### src/hw/rtl/ccslm_pkg.sv
`default_nettype none

package ccslm_pkg;

   localparam int LINE_DIGITS = 7;
   localparam int BCD_W       = 4 * LINE_DIGITS;
   localparam int DIG_W       = (LINE_DIGITS > 1) ? $clog2(LINE_DIGITS) : 1;
   localparam int HEAD_LEN    = 6;
   localparam int MAX_RESULTS = HEAD_LEN + LINE_DIGITS + 1;
   localparam int EMIT_W      = $clog2(MAX_RESULTS);

   localparam logic [7:0] CH_SLASH = 8'h2f;
   localparam logic [7:0] CH_STAR  = 8'h2a;
   localparam logic [7:0] CH_NL    = 8'h0a;
   localparam logic [7:0] CH_ZERO  = 8'h30;
   localparam logic [7:0] CH_NUL   = 8'h00;

   typedef enum logic [2:0] {
      MODE_NORMAL,
      MODE_SLASH,
      MODE_LINE,
      MODE_BLOCK,
      MODE_BLOCK_STAR
   } mode_type;

   typedef enum logic [2:0] {
      JOB_NONE,
      JOB_CHAR,
      JOB_PAIR,
      JOB_MARKER,
      JOB_UNTERM
   } job_type;

   typedef struct packed {
      logic [7:0] char_in;
      logic       end_of_file;
   } req_type;

   typedef struct packed {
      logic [7:0] out_char;
      logic       last_of_run;
      logic       unterminated_comment;
   } rsp_type;

   typedef struct packed {
      logic inc;
      logic clear;
   } cnt_ctl_type;

   typedef struct packed {
      logic [BCD_W-1:0] bcd;
      logic [DIG_W-1:0] top;
   } cnt_stat_type;

   function automatic logic [7:0] head_char(input logic [EMIT_W-1:0] idx);
      logic [7:0] ch;
      case (idx)
         EMIT_W'(0): ch = 8'h23;
         EMIT_W'(1): ch = 8'h6c;
         EMIT_W'(2): ch = 8'h69;
         EMIT_W'(3): ch = 8'h6e;
         EMIT_W'(4): ch = 8'h65;
         default:    ch = 8'h20;
      endcase
      return ch;
   endfunction

endpackage

`default_nettype wire

### src/hw/rtl/ccslm_line_count.sv
`default_nettype none

module ccslm_line_count (
   input  logic                    clock,
   input  logic                    reset,
   input  ccslm_pkg::cnt_ctl_type  ctl,
   output ccslm_pkg::cnt_stat_type stat
);

   logic [ccslm_pkg::BCD_W-1:0] bcd_ff, bcd_in;
   logic [ccslm_pkg::BCD_W-1:0] bcd_inc;
   logic                        full;
   logic                        carry;
   logic [3:0]                  digit;
   logic [ccslm_pkg::DIG_W-1:0] top;

   always_comb begin
      full    = 1'b1;
      carry   = 1'b1;
      bcd_inc = bcd_ff;
      top     = '0;
      for (int i = 0; i < ccslm_pkg::LINE_DIGITS; i++) begin
         digit = bcd_ff[4*i +: 4];
         if (digit != 4'd9) begin
            full = 1'b0;
         end
         if (digit != 4'd0) begin
            top = ccslm_pkg::DIG_W'(i);
         end
         if (carry) begin
            if (digit >= 4'd9) begin
               bcd_inc[4*i +: 4] = 4'd0;
            end else begin
               bcd_inc[4*i +: 4] = digit + 4'd1;
               carry = 1'b0;
            end
         end
      end
   end

   always_comb begin
      bcd_in = bcd_ff;
      if (ctl.clear) begin
         bcd_in = '0;
      end else if (ctl.inc && !full) begin
         bcd_in = bcd_inc;
      end
   end

   always_ff @(posedge clock) begin
      if (reset) begin
         bcd_ff <= '0;
      end else begin
         bcd_ff <= bcd_in;
      end
   end

   assign stat.bcd = bcd_ff;
   assign stat.top = top;

endmodule

`default_nettype wire

### src/hw/rtl/c_comment_stripper_line_marker_top.sv
// Channel | Ports                          | Moves
// req     | req_valid req_ready req_data   | one source byte or end of file per transaction
// rsp     | rsp_valid rsp_ready rsp_data   | one output byte per transaction
//
// Plain bytes pass at one per cycle unless rsp stalls; a byte with no output never waits on rsp.
// A lone slash released with its follower, or by end of file, holds the input until both bytes are loaded.
// A closing block comment yields a line marker of 8 to 7 + LINE_DIGITS bytes, one per cycle
// unless rsp stalls, into the single result register; input holds until its last byte is loaded.
// Reset is synchronous and returns to normal text with a zero line count.
// A stall on rsp backs up through the held byte into req_ready.
`default_nettype none

module c_comment_stripper_line_marker_top (
   input  logic               clock,
   input  logic               reset,
   input  logic               req_valid,
   output logic               req_ready,
   input  ccslm_pkg::req_type req_data,
   output logic               rsp_valid,
   input  logic               rsp_ready,
   output ccslm_pkg::rsp_type rsp_data
);

   logic                         in_valid_ff, in_valid_in;
   ccslm_pkg::req_type           in_data_ff;
   ccslm_pkg::mode_type          mode_ff, mode_in;
   logic [ccslm_pkg::EMIT_W-1:0] emit_ff, emit_in;
   logic                         rsp_valid_ff, rsp_valid_in;
   ccslm_pkg::rsp_type           rsp_data_ff;

   ccslm_pkg::job_type           job;
   logic [7:0]                   job_char;
   ccslm_pkg::cnt_ctl_type       cnt_ctl;
   ccslm_pkg::cnt_stat_type      cnt_stat;

   logic                         push;
   logic                         consume;
   logic                         elem_last;
   logic                         elem_unterm;
   logic [7:0]                   elem_char;
   logic [ccslm_pkg::EMIT_W-1:0] digit_off;
   logic [ccslm_pkg::EMIT_W-1:0] digit_pos;
   logic [ccslm_pkg::EMIT_W-1:0] top_ext;
   logic [3:0]                   digit_val;

   ccslm_line_count u_line_count (
      .clock (clock),
      .reset (reset),
      .ctl   (cnt_ctl),
      .stat  (cnt_stat)
   );

   // next scan mode
   always_comb begin
      mode_in = mode_ff;
      if (consume) begin
         if (in_data_ff.end_of_file) begin
            mode_in = ccslm_pkg::MODE_NORMAL;
         end else begin
            unique case (mode_ff)
               ccslm_pkg::MODE_NORMAL: begin
                  if (in_data_ff.char_in == ccslm_pkg::CH_SLASH) begin
                     mode_in = ccslm_pkg::MODE_SLASH;
                  end
               end
               ccslm_pkg::MODE_SLASH: begin
                  if (in_data_ff.char_in == ccslm_pkg::CH_SLASH) begin
                     mode_in = ccslm_pkg::MODE_LINE;
                  end else if (in_data_ff.char_in == ccslm_pkg::CH_STAR) begin
                     mode_in = ccslm_pkg::MODE_BLOCK;
                  end else begin
                     mode_in = ccslm_pkg::MODE_NORMAL;
                  end
               end
               ccslm_pkg::MODE_LINE: begin
                  if (in_data_ff.char_in == ccslm_pkg::CH_NL) begin
                     mode_in = ccslm_pkg::MODE_NORMAL;
                  end
               end
               ccslm_pkg::MODE_BLOCK: begin
                  if (in_data_ff.char_in == ccslm_pkg::CH_STAR) begin
                     mode_in = ccslm_pkg::MODE_BLOCK_STAR;
                  end
               end
               ccslm_pkg::MODE_BLOCK_STAR: begin
                  if (in_data_ff.char_in == ccslm_pkg::CH_SLASH) begin
                     mode_in = ccslm_pkg::MODE_NORMAL;
                  end else if (in_data_ff.char_in != ccslm_pkg::CH_STAR) begin
                     mode_in = ccslm_pkg::MODE_BLOCK;
                  end
               end
               default: mode_in = ccslm_pkg::MODE_NORMAL;
            endcase
         end
      end
   end

   // output job of the held transaction
   always_comb begin
      job      = ccslm_pkg::JOB_NONE;
      job_char = in_data_ff.char_in;
      if (in_data_ff.end_of_file) begin
         unique case (mode_ff)
            ccslm_pkg::MODE_SLASH: begin
               job      = ccslm_pkg::JOB_PAIR;
               job_char = ccslm_pkg::CH_NL;
            end
            ccslm_pkg::MODE_BLOCK, ccslm_pkg::MODE_BLOCK_STAR: begin
               job = ccslm_pkg::JOB_UNTERM;
            end
            default: begin
               job      = ccslm_pkg::JOB_CHAR;
               job_char = ccslm_pkg::CH_NL;
            end
         endcase
      end else begin
         unique case (mode_ff)
            ccslm_pkg::MODE_NORMAL: begin
               if (in_data_ff.char_in != ccslm_pkg::CH_SLASH) begin
                  job = ccslm_pkg::JOB_CHAR;
               end
            end
            ccslm_pkg::MODE_SLASH: begin
               if (in_data_ff.char_in != ccslm_pkg::CH_SLASH &&
                   in_data_ff.char_in != ccslm_pkg::CH_STAR) begin
                  job = ccslm_pkg::JOB_PAIR;
               end
            end
            ccslm_pkg::MODE_BLOCK_STAR: begin
               if (in_data_ff.char_in == ccslm_pkg::CH_SLASH) begin
                  job = ccslm_pkg::JOB_MARKER;
               end
            end
            default: job = ccslm_pkg::JOB_NONE;
         endcase
      end
   end

   // byte at the current emit position
   always_comb begin
      top_ext     = ccslm_pkg::EMIT_W'(cnt_stat.top);
      digit_off   = emit_ff - ccslm_pkg::EMIT_W'(ccslm_pkg::HEAD_LEN);
      digit_pos   = top_ext - digit_off;
      digit_val   = 4'd0;
      elem_char   = job_char;
      elem_unterm = 1'b0;
      elem_last   = 1'b1;
      for (int i = 0; i < ccslm_pkg::LINE_DIGITS; i++) begin
         if (digit_pos == ccslm_pkg::EMIT_W'(i)) begin
            digit_val = cnt_stat.bcd[4*i +: 4];
         end
      end
      case (job)
         ccslm_pkg::JOB_PAIR: begin
            elem_last = (emit_ff != '0);
            if (emit_ff == '0) begin
               elem_char = ccslm_pkg::CH_SLASH;
            end
         end
         ccslm_pkg::JOB_MARKER: begin
            elem_last = (emit_ff ==
               ccslm_pkg::EMIT_W'(ccslm_pkg::HEAD_LEN + 1) + top_ext);
            if (emit_ff < ccslm_pkg::EMIT_W'(ccslm_pkg::HEAD_LEN)) begin
               elem_char = ccslm_pkg::head_char(emit_ff);
            end else if (digit_off <= top_ext) begin
               elem_char = ccslm_pkg::CH_ZERO + {4'd0, digit_val};
            end else begin
               elem_char = ccslm_pkg::CH_NL;
            end
         end
         ccslm_pkg::JOB_UNTERM: begin
            elem_char   = ccslm_pkg::CH_NUL;
            elem_unterm = 1'b1;
         end
         default: ;
      endcase
   end

   assign push      = in_valid_ff && (job != ccslm_pkg::JOB_NONE) &&
                      (!rsp_valid_ff || rsp_ready);
   assign consume   = in_valid_ff && ((job == ccslm_pkg::JOB_NONE) || (push && elem_last));
   assign req_ready = !in_valid_ff || consume;

   assign cnt_ctl.inc   = consume && !in_data_ff.end_of_file &&
                          (in_data_ff.char_in == ccslm_pkg::CH_NL);
   assign cnt_ctl.clear = consume && in_data_ff.end_of_file;

   always_comb begin
      in_valid_in = in_valid_ff;
      if (req_valid && req_ready) begin
         in_valid_in = 1'b1;
      end else if (consume) begin
         in_valid_in = 1'b0;
      end
   end

   always_comb begin
      emit_in = emit_ff;
      if (push) begin
         emit_in = elem_last ? '0 : emit_ff + ccslm_pkg::EMIT_W'(1);
      end
   end

   assign rsp_valid_in = push || (rsp_valid_ff && !rsp_ready);

   always_ff @(posedge clock) begin
      if (reset) begin
         in_valid_ff  <= 1'b0;
         mode_ff      <= ccslm_pkg::MODE_NORMAL;
         emit_ff      <= '0;
         rsp_valid_ff <= 1'b0;
      end else begin
         in_valid_ff  <= in_valid_in;
         mode_ff      <= mode_in;
         emit_ff      <= emit_in;
         rsp_valid_ff <= rsp_valid_in;
      end
   end

   always_ff @(posedge clock) begin
      if (req_valid && req_ready) begin
         in_data_ff <= req_data;
      end
      if (push) begin
         rsp_data_ff.out_char             <= elem_char;
         rsp_data_ff.last_of_run          <= elem_last;
         rsp_data_ff.unterminated_comment <= elem_unterm;
      end
   end

   assign rsp_valid = rsp_valid_ff;
   assign rsp_data  = rsp_data_ff;

endmodule

`default_nettype wire

### config.mk
export PLATFORM = sky130hd
export DESIGN_NAME = c_comment_stripper_line_marker_top
export DESIGN_NICKNAME = d
export VERILOG_FILES = /design/src/hw/rtl/ccslm_pkg.sv /design/src/hw/rtl/ccslm_line_count.sv /design/src/hw/rtl/c_comment_stripper_line_marker_top.sv
export SDC_FILE = /design/constraint.sdc
export NUM_CORES = 1
export LEC_CHECK = 0
export BUFFER_PORTS_ARGS = -buffer_cell sky130_fd_sc_hd__buf_4
export CAP_MARGIN = 30
export CORE_UTILIZATION = 55
export CTS_CLUSTER_SIZE = 40
export DETAILED_ROUTE_END_ITERATION = 16
export PLACE_DENSITY = 0.75
export SETUP_SLACK_MARGIN = 0.02
export SKIP_CTS_REPAIR_TIMING = 1
export SLEW_MARGIN = 40
export SYNTH_ARGS = -nofsm -noshare
export SYNTH_HDL_FRONTEND = slang
export SYNTH_HIERARCHICAL = 1
export SYNTH_SLANG_ARGS = --single-unit
### constraint.sdc
create_clock -name clock -period 4.5 [get_ports clock]
set_input_delay 0.9 -clock clock [delete_from_list [all_inputs] [get_ports clock]]
set_output_delay 0.9 -clock clock [all_outputs]
set_load 0.005 [all_outputs]
* Word level (Yosys, flattened, before mapping)
Index checks and enable logic that the tools add are counted.
Storage, ports and cells: flip-flop bits (word level) 56, output and inout port bits 12, logic and storage cells 178
Cells by class: add/subtract/negate cells 12, $lt $le $gt $ge 9, eq/ne operators 34, multiplexer cells 65, reductions and logical operators 42
Operators with widths (number):
- $mux 4 | 15
- $pmux 7 s5 | 1
- $add 4x1->4 const B | 8
- $mux 8 | 4
- $ne 4x4->1 const B | 8
- $mux 3 | 10
- $ge 4x4->1 const B | 7
- $reduce_bool 4->1 | 7
- $pmux 8 s3 | 1
- $mux 1 | 23
- $eq 4x2->1 const B | 4
- $eq 4x3->1 const B | 4
- $eq 8x6->1 const B | 2
- $ne 8x6->1 const B | 2
- $pmux 3 s5 | 1
- $eq 3x2->1 const B | 4
- $mux 2 | 6
- $reduce_and 2->1 | 6
- $logic_and 1x1->1 | 11
- $ne 3x3->1 const B | 3
- $pmux 3 s3 | 1
- $eq 4x1->1 const B | 2
- $eq 8x4->1 const B | 1
- $logic_not 4->1 | 2
- 19 further kinds | 29

* Depth between registers and ports, before layout
depth after elaboration 20, depth in mapped cells 19

* By module
The synthesis kept the hierarchy.
Modules (own cells, without submodules):
- c_comment_stripper_line_marker_top | times used 1, cells an instance 235, area each 2227.1 um2, sequential area each 750.7 um2
- ccslm_line_count | times used 1, cells an instance 213, area each 1861.8 um2, sequential area each 560.5 um2

* Least setup slack after synthesis
OpenSTA, ideal clock, no wires.
path kind register -> register, start register u_line_count/bcd_ff[8] (netlist bit), end register u_line_count/bcd_ff[22] (netlist bit), library setup time 0.117 ns, arrival time 4.408 ns, setup slack -0.026 ns, cell stages (with the launch flop) 19, period minus slack after synthesis 4.526 ns, cells stage by stage dfxtp_1 > inv_1 > ha_1 > or3b_2 > nor2_1 > o31ai_1 > a21boi_0 > inv_1 > ha_1 > xor3_1 > a2111oi_0 > o31a_1 > nor3_2 > or3_4 > nor4b_2 > inv_1 > nor4_4 > o211ai_1 > a32o_1
RTL lines:
- start: declaration | RTL line ccslm_line_count.sv:10 | logic [ccslm_pkg::BCD_W-1:0] bcd_ff, bcd_in;
- start signal: assignment | RTL line ccslm_line_count.sv:54 | bcd_ff <= bcd_in;

==> results by group <==
Cells and area
  – Nets: 531
  – Design area: 4676 um2
  – Ant. Diodes: 0
  – Share of layout cells above drive strength 1: 20.49%
  – Layout area overhead: 14.35%
  – Storage cell area: 1313 um2
  – Fill count: 625
  – Multi-input combinational cell area: 2650 um2
  – Post-layout util: 64.81%

GRT
  – Antenna violations before repair: 0
  – Most used routing layer: met2
  – Pin count of the biggest net entering global routing: 21
  – GR Layer Usage met2: 42.94%
  – First-pass GRT wire length: 16.72 mm
  – Overall routing resource usage: 27.60%
  – Grt ovf: 0
  – Met1 Use GR: 39.67%
  – Met3 usage: 4.571%
  – Vias in the first global route: 3459

Floorplanning
  – Die footprint: 7783 um2
  – Ports: 25
  – Starting Density: 56.68%
  – Placement row count: 31
  – Die Span Y: 88.22 um
  – Die Wd: 88.22 um
  – Core area: 7214 um2

Timing
  – Slew Limit Fails: 0
  – Max-slew headroom: 44.01%
  – Max Fclk: 0.2295 GHz
  – Period Utilization, post-route: 96.81%
  – Final min period: 4356 ps
  – Hold WS: 523.2 ps
  – Final hold viol count: 0
  – Least-Margin Pin Slew: 831.1 ps
  – Setup TNS: 0 ps
  – Setup violators final: 0
  – Final Skew: 16.67 ps

Logic synthesis
  – Synth cell types: 83
  – Number of synthesized flops with an enable pin: 19
  – Commonest cells in the synthesized netlist: 37 x dfxtp_1, 31 x inv_1, 30 x ha_1
  – Top cells by area, synth: dfxtp_1 18%, edfxtp_1 14%, ha_1 9.2%
  – Synthesis warning total: 6
  – Cell taking the most area after synthesis: dfxtp_1
  – Synth Instances: 448
  – Ys flop type: dfxtp_1
  – Register area share after synthesis: 32.07%
  – Area share of the leading cell type in the synthesized netlist: 18.12%
  – Ys async rst share: 0%
  – Net Count, Synth: 492
  – Top-count cell post-synth: dfxtp_1
  – Synth Area per Inst: 9.127 um2
  – Seq cells post-synth: 56
  – Cell Area, Synth: 4089 um2

Clock tree
  – Clock tree from TritonCTS: yes
  – H-Tree Depth: 2
  – Worst skew pair latency: 330 ps
  – Clock-pin slew on the worst setup and hold paths: 110 ps
  – Clock tree root driver cell: clkbuf_8
  – Maximum root-to-sink buffer count: 2
  – # clock sinks: 56
  – CTS buffer count: 5

Placed design
  – Placed inst area: 4507 um2
  – Port bufs: 24
  – HPWL Detailed: 7.689 mm
  – Placer Congestion: 0.9630

Route
  – Vias per cell: 6.450
  – Final WL: 10.50 mm
  – Drt drc: 0
  – Number of routed nets with antenna violations: 0
  – Vias: 3786
  – Routed WL per cell: 17.89 um
  – First-pass detailed-route iteration total: 5
  – DR iter-0 viols: 304

Worst setup path
  – CP startpoint: u_line_count/bcd_ff[8]
  – WP data required: 4770 ps
  – Crit end category: flop
  – Reg-to-Reg Start: u_line_count/bcd_ff[8]
  – Kind of critical path: flop to flop
  – Worst Path Max Fanout: 4
  – Arrival time at the worst endpoint: 4630 ps
  – Type of origin of the critical path: flop

Run status
  – Status: finished clean

Job
  – MaxCap Viol Count: 0

Min path
  – Min-Delay Path Class: flop to flop
  – HP Start: u_line_count/bcd_ff[5]

Power
  – Pwr dens: 202.3 nW/um2
  – Peak VDD IR: 204.7 uV
  – Static Leakage: 1.796 nW
## metrics by stage
stage	instances	total power (W)	worst slack, ps
3_3_place_gp	577	0.0006404	61.15
3_5_place_dp	577	0.0006422	-79.33
6_report	587	0.0009459	143.6
2_1_floorplan	448	0.0006042	67.61
4_1_cts	585	0.0009498	-204.9
5_1_grt	587	0.0009753	-12.20
## logic make-up (layout without fill, tap and decap cells)
group / after synthesis / after routing / synth area share, %
flip-flops: 56 / 56 / 32.07
buffers and inverters: 49 / 89 / 4.773
AND/OR/NAND/NOR: 173 / 173 / 26.25
multiplexers: 13 / 13 / 4.407
AO/OA/AOI/OAI: 117 / 117 / 20.53
XOR/XNOR: 9 / 9 / 2.295
adder cells (fa/ha/maj): 31 / 31 / 9.670
## worst paths after layout
| check | to | slack [ps] | depth (start not counted) |
|---|---|---|---|
| max | u_line_count/bcd_ff[22] | 140 | 15 |
| min | u_line_count/bcd_ff[5] | 520 | 2 |
| max reg2reg | u_line_count/bcd_ff[22] | 140 | 15 |
| min reg2reg | u_line_count/bcd_ff[5] | 520 | 2 |
## worst max-delay path, stage by stage, from the launching register on
cell and delay, ps:
dfxtp_1 330, inv_1 90, ha_2 190, or3b_4 390, o311ai_2 210, nand2_1 110
or4_1 540, a2111oi_2 390, o31a_1 260, nor3_2 80, or3_4 390, nor4b_4 360
buf_4 190, o21ai_2 70, nor4_1 500, a32o_1 210
## state kept, by name, indices dropped and copies added (netlist names)
register             count
u_line_count/bcd_ff     28
rsp_data                10
emit_ff                  4
in_data_ff               9
mode_ff                  3
rsp_valid                1
in_valid_ff              1
## layout by cell type (no fill, tap or decap), drive strengths merged, types with 8 or more instances in the layout
| cell type | count |
|---|---|
| and3 | 12 |
| o31ai | 11 |
| mux2i | 9 |
| inv | 34 |
| nor2 | 26 |
| a21o | 8 |
| nand4 | 10 |
| nor2b | 8 |
| nor3 | 15 |
| nand2 | 29 |
| a21oi | 28 |
| nand3 | 9 |
| ha | 30 |
| nand4b | 8 |
| edfxtp | 19 |
| dfxtp | 37 |
| buf | 50 |
| o21ai | 19 |
## power by group
group	internal (W)	switching [W]	leakage, nW
sequential	0.000537	0.0000126	0.479
clock	0.000118	0.000194	0.0511
combinational	0.0000366	0.0000480	1.27
total	0.000692	0.000254	1.80
## metal layers
layer  part of all wire, %  wire [um]
met2                    45       4726
met4                   1.4        151
met3                   5.8        611
met1                    48       5013
met5                     0          0
## area by class of cell
cell class / count / share of cell area [%]
Sequential cell: 56 / 28.07
Clock buffer: 5 / 1.472
Tap cell: 99 / 2.649
Inverter: 31 / 2.489
Multi-Input combinational cell: 343 / 56.68
Timing Repair Buffer: 50 / 8.028
Clock inverter: 3 / 0.6155
(Power assumes the default switching activity.)
